==> src/rtl/core/rda_pkg.sv <==
// Shared types and codes for the rotary detent accumulator.
package rda_pkg;

    typedef enum logic [2:0] {
        ST_IDLE,
        ST_PREP,
        ST_DIV,
        ST_POST,
        ST_FIN
    } state_t;

    // config register indexes
    localparam logic [7:0] CFG_DETENT_TICKS = 8'd0;
    localparam logic [7:0] CFG_START_COUNT  = 8'd1;

    // move codes
    localparam logic [1:0] MOVE_NONE = 2'd0;
    localparam logic [1:0] MOVE_NEXT = 2'd1;
    localparam logic [1:0] MOVE_PREV = 2'd2;

    localparam logic [6:0] DETENT_RESET = 7'd4;

    // divider result as seen by the controller
    typedef struct packed {
        logic        done;
        logic [15:0] quotient;
        logic [6:0]  remainder;
    } div_res_t;

endpackage

==> src/rtl/core/rda_serial_div.sv <==
// Radix-2 restoring divider: 16-bit magnitude by 7-bit divisor, one bit per cycle.
module rda_serial_div (
    input  logic             clk,
    input  logic             rst_n,
    input  logic             start,
    input  logic [15:0]      dividend,
    input  logic [6:0]       divisor,
    output rda_pkg::div_res_t res
);
    import rda_pkg::*;

    logic        active_reg;
    logic        done_reg;
    logic [3:0]  cnt_reg;
    logic [15:0] quo_reg;
    logic [6:0]  rem_reg;
    logic [6:0]  dvs_reg;
    logic [7:0]  trial;
    logic        ge;

    // shift next dividend bit into partial remainder, try subtract
    assign trial = {rem_reg, quo_reg[15]};
    assign ge    = (trial >= {1'b0, dvs_reg});

    always_ff @(posedge clk or negedge rst_n)
    begin
        if (!rst_n)
        begin
            active_reg <= 1'b0;
            done_reg   <= 1'b0;
            cnt_reg    <= 4'd0;
        end
        else
        begin
            done_reg <= active_reg && (cnt_reg == 4'd0);
            if (start)
            begin
                active_reg <= 1'b1;
                cnt_reg    <= 4'd15;
            end
            else if (active_reg)
            begin
                if (cnt_reg == 4'd0)
                begin
                    active_reg <= 1'b0;
                end
                cnt_reg <= cnt_reg - 4'd1;
            end
        end
    end

    always_ff @(posedge clk)
    begin
        if (start)
        begin
            quo_reg <= dividend;
            rem_reg <= 7'd0;
            dvs_reg <= divisor;
        end
        else if (active_reg)
        begin
            quo_reg <= {quo_reg[14:0], ge};
            rem_reg <= ge ? 7'(trial - {1'b0, dvs_reg}) : trial[6:0];
        end
    end

    assign res.done      = done_reg;
    assign res.quotient  = quo_reg;
    assign res.remainder = rem_reg;

endmodule

==> src/rtl/core/rotary_detent_accumulator.sv <==
// Top level: rotary encoder detent accumulator with serial detent divider.
// Polls are handled one at a time: a new input beat is taken only in idle, after the
//   previous result is loaded into the output register or the output is free.
// Long path through the 16-step bit-serial divider on a counter poll with motion;
//   short path when the poll carries no count flag or no counter change. Output register frees the input side.
// Reset: detent_ticks = 4, last sample, remainder and backlog cleared, no beat held.
module rotary_detent_accumulator (
    input  logic        clk,
    input  logic        rst_n,
    // input stream
    input  logic        s_tvalid,
    output logic        s_tready,
    input  logic [15:0] s_tdata,   // [15:0] counter_value
    input  logic [1:0]  s_tuser,   // [0] button_event, [1] count_event
    // result stream
    output logic        m_tvalid,
    input  logic        m_tready,
    output logic [15:0] m_tdata,   // [15:0] pending_steps (two's complement)
    output logic [2:0]  m_tuser,   // [0] enter_action, [2:1] move_action
    // config write channel
    input  logic        cfg_valid,
    output logic        cfg_ready,
    input  logic [7:0]  cfg_index,
    input  logic [15:0] cfg_data
);
    import rda_pkg::*;

    state_t state_reg, state_next;

    // architectural state
    logic [6:0]         detent_reg;
    logic [15:0]        last_sample_reg;
    logic signed [7:0]  partial_reg;
    logic signed [15:0] backlog_reg;
    logic signed [15:0] prev_reg;     // backlog before this poll

    // captured input beat
    logic        button_reg;
    logic        count_reg;
    logic [15:0] sample_reg;
    logic        neg_reg;             // sign of the tick sum being divided

    // output register
    logic        m_tvalid_reg, m_tvalid_next;
    logic [15:0] m_tdata_reg;
    logic [2:0]  m_tuser_reg;

    // control strobes
    logic in_take;
    logic div_start;
    logic fin_load;
    logic out_free;

    // PREP datapath
    logic signed [15:0] delta;
    logic               reversal;
    logic signed [7:0]  partial_eff;
    logic signed [16:0] sum;
    logic [16:0]        sum_neg;
    logic [15:0]        sum_mag;
    logic [6:0]         divisor;
    logic               motion;

    // POST datapath
    logic signed [16:0] q_signed;
    logic signed [17:0] acc;
    logic signed [15:0] backlog_sat;
    logic [7:0]         rem_signed;

    // FIN datapath
    logic               changed;
    logic [1:0]         move;
    logic signed [15:0] backlog_fin;

    div_res_t div_res;

    assign cfg_ready = 1'b1;          // user must have config arrive only while idle; the block does not enforce it
    assign out_free  = !m_tvalid_reg || m_tready;
    assign in_take   = s_tvalid && s_tready;

    // ---- poll preparation: wrapped delta, reversal clear, tick sum ----
    assign delta       = signed'(sample_reg - last_sample_reg);
    assign reversal    = (partial_reg > 8'sd0 && delta < 16'sd0) ||
                         (partial_reg < 8'sd0 && delta > 16'sd0);
    assign partial_eff = reversal ? 8'sd0 : partial_reg;
    assign sum         = {{9{partial_eff[7]}}, partial_eff} + {delta[15], delta};
    assign sum_neg     = 17'(-sum);
    assign sum_mag     = sum[16] ? sum_neg[15:0] : sum[15:0];  // max 32894 fits
    assign divisor     = (detent_reg == 7'd0) ? 7'd1 : detent_reg;
    assign motion      = count_reg && (delta != 16'sd0);

    rda_serial_div u_div (
        .clk      (clk),
        .rst_n    (rst_n),
        .start    (div_start),
        .dividend (sum_mag),
        .divisor  (divisor),
        .res      (div_res)
    );

    // ---- quotient fold-in with 16-bit saturation ----
    assign q_signed = neg_reg ? 17'(-{1'b0, div_res.quotient}) : {1'b0, div_res.quotient};
    assign acc      = {{2{backlog_reg[15]}}, backlog_reg} + {q_signed[16], q_signed};

    always_comb
    begin
        if (!acc[17] && (acc[16:15] != 2'b00))
        begin
            backlog_sat = 16'sh7fff;
        end
        else if (acc[17] && (acc[16:15] != 2'b11))
        begin
            backlog_sat = 16'sh8000;
        end
        else
        begin
            backlog_sat = acc[15:0];
        end
    end

    // remainder takes the sign of the sum (truncating division)
    assign rem_signed = neg_reg ? 8'(-{1'b0, div_res.remainder}) : {1'b0, div_res.remainder};

    // ---- move decision: one step toward zero when backlog changed and is nonzero ----
    assign changed = (backlog_reg != prev_reg) && (backlog_reg != 16'sd0);

    always_comb
    begin
        move        = MOVE_NONE;
        backlog_fin = backlog_reg;
        if (changed)
        begin
            if (!backlog_reg[15])
            begin
                move        = MOVE_NEXT;
                backlog_fin = backlog_reg - 16'sd1;
            end
            else
            begin
                move        = MOVE_PREV;
                backlog_fin = backlog_reg + 16'sd1;
            end
        end
    end

    // ---- sequencer: next state ----
    always_comb
    begin
        state_next = state_reg;
        case (state_reg)
            ST_IDLE:
            begin
                if (in_take)
                begin
                    state_next = ST_PREP;
                end
            end
            ST_PREP:
            begin
                state_next = motion ? ST_DIV : ST_FIN;
            end
            ST_DIV:
            begin
                if (div_res.done)
                begin
                    state_next = ST_POST;
                end
            end
            ST_POST:
            begin
                state_next = ST_FIN;
            end
            ST_FIN:
            begin
                if (out_free)
                begin
                    state_next = ST_IDLE;
                end
            end
            default:
            begin
                state_next = ST_IDLE;
            end
        endcase
    end

    // ---- sequencer: strobes ----
    always_comb
    begin
        s_tready  = 1'b0;
        div_start = 1'b0;
        fin_load  = 1'b0;
        case (state_reg)
            ST_IDLE:
            begin
                s_tready = 1'b1;
            end
            ST_PREP:
            begin
                div_start = motion;
            end
            ST_FIN:
            begin
                fin_load = out_free;
            end
            default:
            begin
                s_tready = 1'b0;
            end
        endcase
    end

    always_comb
    begin
        m_tvalid_next = m_tvalid_reg;
        if (fin_load)
        begin
            m_tvalid_next = 1'b1;
        end
        else if (m_tready)
        begin
            m_tvalid_next = 1'b0;
        end
    end

    // control and architectural state
    always_ff @(posedge clk or negedge rst_n)
    begin
        if (!rst_n)
        begin
            state_reg       <= ST_IDLE;
            m_tvalid_reg    <= 1'b0;
            detent_reg      <= DETENT_RESET;
            last_sample_reg <= 16'd0;
            partial_reg     <= 8'sd0;
            backlog_reg     <= 16'sd0;
        end
        else
        begin
            state_reg    <= state_next;
            m_tvalid_reg <= m_tvalid_next;

            if (cfg_valid && cfg_ready)
            begin
                if (cfg_index == CFG_DETENT_TICKS)
                begin
                    detent_reg <= cfg_data[6:0];
                end
                else if (cfg_index == CFG_START_COUNT)
                begin
                    last_sample_reg <= cfg_data;
                end
            end

            if (div_start)
            begin
                last_sample_reg <= sample_reg;
            end

            if (state_reg == ST_POST)
            begin
                backlog_reg <= backlog_sat;
                partial_reg <= signed'(rem_signed);
            end

            if (fin_load)
            begin
                backlog_reg <= backlog_fin;
            end
        end
    end

    // payload registers
    always_ff @(posedge clk)
    begin
        if (in_take)
        begin
            button_reg <= s_tuser[0];
            count_reg  <= s_tuser[1];
            sample_reg <= s_tdata;
        end
        if (state_reg == ST_PREP)
        begin
            prev_reg <= backlog_reg;
            neg_reg  <= sum[16];
        end
        if (fin_load)
        begin
            m_tdata_reg <= backlog_fin;
            m_tuser_reg <= {move, button_reg};
        end
    end

    assign m_tvalid = m_tvalid_reg;
    assign m_tdata  = m_tdata_reg;
    assign m_tuser  = m_tuser_reg;

endmodule

==> config.mk <==
export PLATFORM = sky130hd
export DESIGN_NAME = rotary_detent_accumulator
export DESIGN_NICKNAME = d
export VERILOG_FILES = /design/src/rtl/core/rda_pkg.sv /design/src/rtl/core/rda_serial_div.sv /design/src/rtl/core/rotary_detent_accumulator.sv
export SDC_FILE = /design/constraint.sdc
export NUM_CORES = 1
export LEC_CHECK = 0
export BUFFER_PORTS_ARGS = -buffer_cell sky130_fd_sc_hd__buf_2
export CAP_MARGIN = 10
export CORE_MARGIN = 10
export CORE_UTILIZATION = 50
export CTS_BUF_LIST = sky130_fd_sc_hd__clkbuf_4 sky130_fd_sc_hd__clkbuf_8
export DETAILED_ROUTE_END_ITERATION = 12
export PLACE_DENSITY = 0.79
export SYNTH_ARGS = -nofsm -noshare
export SYNTH_HDL_FRONTEND = slang
export SYNTH_HIERARCHICAL = 1
export SYNTH_SLANG_ARGS = --single-unit
==> constraint.sdc <==
create_clock -name clk -period 10.2 [get_ports clk]
set_input_delay 1.02 -clock clk [delete_from_list [all_inputs] [get_ports clk]]
set_output_delay 1.02 -clock clk [all_outputs]
set_load 0.01 [all_outputs]
; Yosys cells after proc, flatten, opt, wreduce, memory -nomap -nowiden
; Index checks and enable logic that the tools add are counted.
[word_totals]
word_cells = 106
reg_bits = 141
input_bits = 47
[op_classes]
muxes = 33
n_addsub = 10
n_reduce_logical = 27
eq_ne = 11
order_cmp = 5
[ops]
columns = operator, count
row1 = $mux 16, 13
row2 = $reduce_bool 16->1, 2
row3 = $add 16x17->18, 1
row4 = $add 8x16->17, 1
row5 = $mux 17, 1
row6 = $neg 16->17, 1
row7 = $add 16x2->16 const B, 1
row8 = $gt 16x1->1 const B, 1
row9 = $lt 16x1->1 const B, 1
row10 = $mux 8, 2
row11 = $ne 16x16->1, 1
row12 = $neg 16->16, 1
row13 = $sub 16x16->16, 1
row14 = $sub 16x2->16 const B, 1
row15 = $pmux 3 s5, 1
row16 = $mux 3, 4
row17 = $reduce_bool 2->1, 6
row18 = $eq 8x1->1 const B, 1
row19 = $ge 8x7->1, 1
row20 = $gt 8x1->1 const B, 1
row21 = $logic_and 1x1->1, 8
row22 = $logic_not 8->1, 1
row23 = $lt 8x1->1 const B, 1
row24 = $mux 1, 8
row25 = 18 further kinds, 26

; Longest topological paths before layout
[depth]
depth_word = 9
mapped_depth = 29
ltp_nobuf = 27

; Cells and area by module
; The synthesis kept the hierarchy.
[by_module_without_submodules]
columns = mod, cells_each, instances, area_per_inst_um2
row1 = rotary_detent_accumulator, 928, 1, 8390.5
row2 = rda_serial_div, 171, 1, 1979.4

; Worst setup path after synthesis
; OpenSTA, ideal clock, no wires.
[synth_timing]
kind = reg2reg
from = reg last_sample_reg[0]
to = reg u_div.quo_reg[12] (data pin)
path_stages_with_launch = 27
arrival_time_ns = 6.167
synth_period_minus_slack_ns = 6.427
path_buffers = 1
t_required_ns = 9.940
setup_ns = 0.260
setup_slack_ns = 3.773
cell_sequence = dfrtp_1 > ha_1 > fa_1 > nand2b_1 > a211oi_2 > o22ai_1 > or3_1 > a31oi_1 > xnor2_1 > clkbuf_1 > a31oi_1 > a22oi_1 > and2_1 > ha_1 > a21o_1 > a21oi_1 > o21ai_0 > o21ai_1 > nor3_1 > or2_2 > a31oi_1 > a2bb2oi_1 > a31oi_1 > or3_1 > o31ai_2 > xnor2_1 > mux2_2
[synth_between]
elab_chain_cells = 9
word_cells_on_any_way = 14
[synth_rtl]
columns = item, line
row1 = from (decl), rotary_detent_accumulator.sv:32  ; logic [15:0] last_sample_reg;
row2 = from (signal assigned), rotary_detent_accumulator.sv:251  ; last_sample_reg <= cfg_data;
row3 = from (signal assigned), rotary_detent_accumulator.sv:257  ; last_sample_reg <= sample_reg;
row4 = $sub 16x16->16 (*), rotary_detent_accumulator.sv:82  ; assign delta = signed'(sample_reg - last_sample_reg);
row5 = $lt 16x1->1 / $gt 16x1->1 (equally long branches), "rotary_detent_accumulator.sv:83, rotary_detent_accumulator.sv:84"
row6 = "$logic_and 1x1->1, on equally long branches", "rotary_detent_accumulator.sv:83, rotary_detent_accumulator.sv:84"
row7 = $logic_or 1x1->1, rotary_detent_accumulator.sv:83  ; assign reversal = (partial_reg > 8'sd0 && delta < 16'sd0) ||
row8 = $mux 8, rotary_detent_accumulator.sv:85  ; assign partial_eff = reversal ? 8'sd0 : partial_reg;
row9 = $add 8x16->17 (*), rotary_detent_accumulator.sv:86  ; assign sum = {{9{partial_eff[7]}}, partial_eff} + {delta[15], delta};
row10 = $neg 16->16, rotary_detent_accumulator.sv:87  ; assign sum_neg = 17'(-sum);
row11 = $mux 16 (*), rotary_detent_accumulator.sv:88  ; assign sum_mag = sum[16] ? sum_neg[15:0] : sum[15:0];
row12 = named net sum_mag[12], rotary_detent_accumulator.sv:60  ; logic [15:0] sum_mag;
row13 = $mux 16 (*), rda_serial_div.sv:54  ; if (start)
row14 = to (signal assigned), rda_serial_div.sv:56  ; quo_reg <= dividend;
row15 = to (signal assigned), rda_serial_div.sv:62  ; quo_reg <= {quo_reg[14:0], ge};
row16 = to (decl), rda_serial_div.sv:15  ; logic [15:0] quo_reg;
; The timed path passes the listed nets; every way through them passes the cells marked *.
; A chain may end at the register's enable or synchronous reset.

; Worst setup path in the final report
; Ends and elaborated chain as after synthesis.

==> summary.md <==
| Metric | Value |
|---|---|
| Outcome | `completed` |
| # diodes | `0` |
| Grt ovf | `0` |
| Critical Path Most Common Cell | `a31oi_1` |
| Slew @ Worst Pin | `1.088 ns` |
| Clk_lat worst skew | `0.46 ns` |
| R2r endpoint | `u_div/quo_reg[12]$_DFFE_PP_` |
| Routability Congestion | `0.9113` |
| Final Hold Viols | `0` |
| Final WL | `23.56 mm` |
| Cell Count, Final, Fillers Out | `1429` |
| CP required | `10.41 ns` |
| Pre-CTS setup slack | `3.206 ns` |
| Post-synthesis adder-cell area fraction | `9.049%` |
| Unrepaired setup endpoints after global routing | `no` |
| Die area | `26900 um2` |
| Post-synth EDFFs | `77` |
| Final setup fails | `0` |
| Final Util | `55.88%` |
| R2R Path Start | `last_sample_reg[0]$_DFFE_PN0P_` |
| Via density | `5.805` |
| # placed instances | `1397` |
| Port Buf Inserts | `67` |
| Hold buffers post-CTS | `0` |
| Crit path DAT | `7.32 ns` |
| First-pass GRT wire length | `39.47 mm` |
| Via count | `8296` |
| Crit-path max cell delay | `0.55 ns` |
| # Post-CTS Setup Buffers | `0` |
| Final nets | `1265` |
| Post-synthesis mux area share | `5.236%` |
| Met3 Wirelength | `1.010 mm` |
| FF+latch count, synth | `141` |
| Largest net degree at the start of global routing | `58` |
| Yosys warning count | `6` |
| Top-count cell post-synth | `nand2_1` |
| Main combinational cell family by area after synthesis | `compound AO/OA/AOI/OAI gates` |
| Buf+Inv Stages, Crit Path | `0` |
| H-tree depth | `4` |
| Clock transition at path regs | `0.09 ns` |
| CTS tree | `yes` |
| Yosys cell types | `84` |
| CTS resizes | `0` |
| Worst Setup Start Kind | `flip-flop` |
| Clk sinks | `141` |
| Critical-path top delay cell | `o21ai_1` |
| Syn_nets | `1218` |
| Number of global-route vias before repair | `8275` |
| Tcrit/Tclk final | `69.71%` |
| Prevailing post-synth register cell | `edfxtp_1` |
| CTS root buf | `clkbuf_8` |
| Crit Path Max Fanout | `11` |
| Max_slew headroom | `27.27%` |
| WL/cell | `16.48 um` |
| Max Cap Viol | `0` |
| Top sig layer | `met4` |
| Total negative slack | `0 ns` |
| Synth async-reset ratio | `40.43%` |
| Min cycle time layout | `7.111 ns` |
| Synth Area in Simple Gates | `16.22%` |
| Worst Setup Slack, final | `3.089 ns` |
| FP Rows | `52` |
| Boundary Pins | `69` |
| Met2 WL post-DR | `11.53 mm` |
| FILL cells | `1812` |
| Sequential fraction of the synthesis area | `37.42%` |
| Hold path start | `button_reg$_DFFE_PP_` |
| Top post-synthesis cells by area | `edfxtp_1 (22%), dfrtp_1 (14%), ha_1 (8.1%)` |
| R2R depth | `25` |
| Worst Setup End Kind | `flip-flop` |
| Area growth syn-to-layout | `9.387%` |
| Layout cells sized above 1 | `14.32%` |
| DRT iter0 DRCs | `413` |
| Metal-1 WL | `10.47 mm` |
| Initial antenna violation count | `0` |
| Most instantiated cells after synthesis | `nand2_1 (105), o21ai_0 (82), edfxtp_1 (77), xnor2_1 (74), ha_1 (67)` |
| Largest area contributor in the netlist | `edfxtp_1` |
| Worst Setup Path Type | `reg -> reg` |
| Synth Area in Compound Gates | `19.35%` |
| HPWL after DPL | `17.30 mm` |
| Initial Utilization | `51.08%` |
| Top-area cell type share of the netlist area | `22.30%` |
| Count of pins over their slew limit | `0` |
| Num CTS Buffers | `17` |
| Die Wd | `164.0 um` |
| Largest delay share family, worst path | `compound AO/OA/AOI/OAI gates` |
| Clk_skew | `0.01080 ns` |
| Syn Std Cell Area | `10370 um2` |
| Drt drc | `0` |
| WHS Path Cells | `0` |
| XOR/XNOR Fraction of Synth Area | `8.446%` |
| Gate Count Post-Synth | `1099` |
| Hold/Removal Path Class | `reg -> reg` |
| ANT nets after route | `0` |
| Clock buffer depth | `2` |
| Worst Hold Path EP | `m_tuser[0]$_DFFE_PP_` |
| Max frequency | `140.6 MHz` |
| DRT Pass-1 Iters | `4` |
| R2r setup slk | `3.09 ns` |
| GRT Util Overall | `17.75%` |
| Die height | `164.0 um` |
| Avg Inst Size Synth | `9.436 um2` |
| Core box area | `20300 um2` |
==> per-stage QoR <==
stage	cell area [um2]	hold WS, ns
final	11340	0.4222
after global routing	11340	0.4423
after CTS	11340	0.4249
after detailed placement	10890	0.4081
after global placement	10890	0.4048
after floorplan	10370	0.4003
==> worst max-delay path by stage <==
| stage | from | to | slack (ns) | cells after the start |
|---|---|---|---|---|
| 3_5_place_dp | last_sample_reg[0]$_DFFE_PN0P_ | u_div/quo_reg[12]$_DFFE_PP_ | 3.21 | 25 |
| 4_1_cts | last_sample_reg[0]$_DFFE_PN0P_ | u_div/quo_reg[12]$_DFFE_PP_ | 3.13 | 25 |
| 2_1_floorplan | last_sample_reg[0]$_DFFE_PN0P_ | u_div/quo_reg[12]$_DFFE_PP_ | 3.77 | 26 |
| 5_1_grt | last_sample_reg[0]$_DFFE_PN0P_ | u_div/quo_reg[12]$_DFFE_PP_ | 2.53 | 25 |
| 3_3_place_gp | last_sample_reg[0]$_DFFE_PN0P_ | u_div/quo_reg[12]$_DFFE_PP_ | 3.46 | 25 |
| 6_report | last_sample_reg[0]$_DFFE_PN0P_ | u_div/quo_reg[12]$_DFFE_PP_ | 3.09 | 25 |
==> cell families after synthesis <==
kind of cell,count (synthesis)
flops,141
fa+ha+maj,72
mux,51
simple gates,336
buf+inv,107
other cells,1
xor+xnor,100
compound gates,291
==> per-layer routing <==
metal,vias to the layer above,track usage [%]
met4,0,6.783
met1,3935,21.49
li1,4103,-
met2,212,30.86
met3,46,3.029
met5,-,0
==> layout by cell type (no fill, tap or decap), drive strengths merged, types with 22 or more instances in the layout <==
master	n
mux2i	25
nor2	66
nand2	105
inv	64
xnor2	74
edfxtp	77
ha	67
a21o	22
mux2	26
dfrtp	56
nor3	23
a21oi	43
buf	76
o21ai	85
xor2	26
==> final cells by class <==
cell class                      instances  area (um2)  share of cell area (%)
Clock buffer                           18       241.5                   2.129
Clock inverter                         14       209.0                   1.842
Inverter                               59       221.5                   1.952
Multi-Input combinational cell        851        6051                   53.34
Sequential cell                       141        3880                   34.20
Tap cell                              270       337.8                   2.978
Timing Repair Buffer                   76       402.9                   3.552
Power is not shown: default switching activity piles up to over one toggle a cycle in this logic, so the estimate is an artifact.
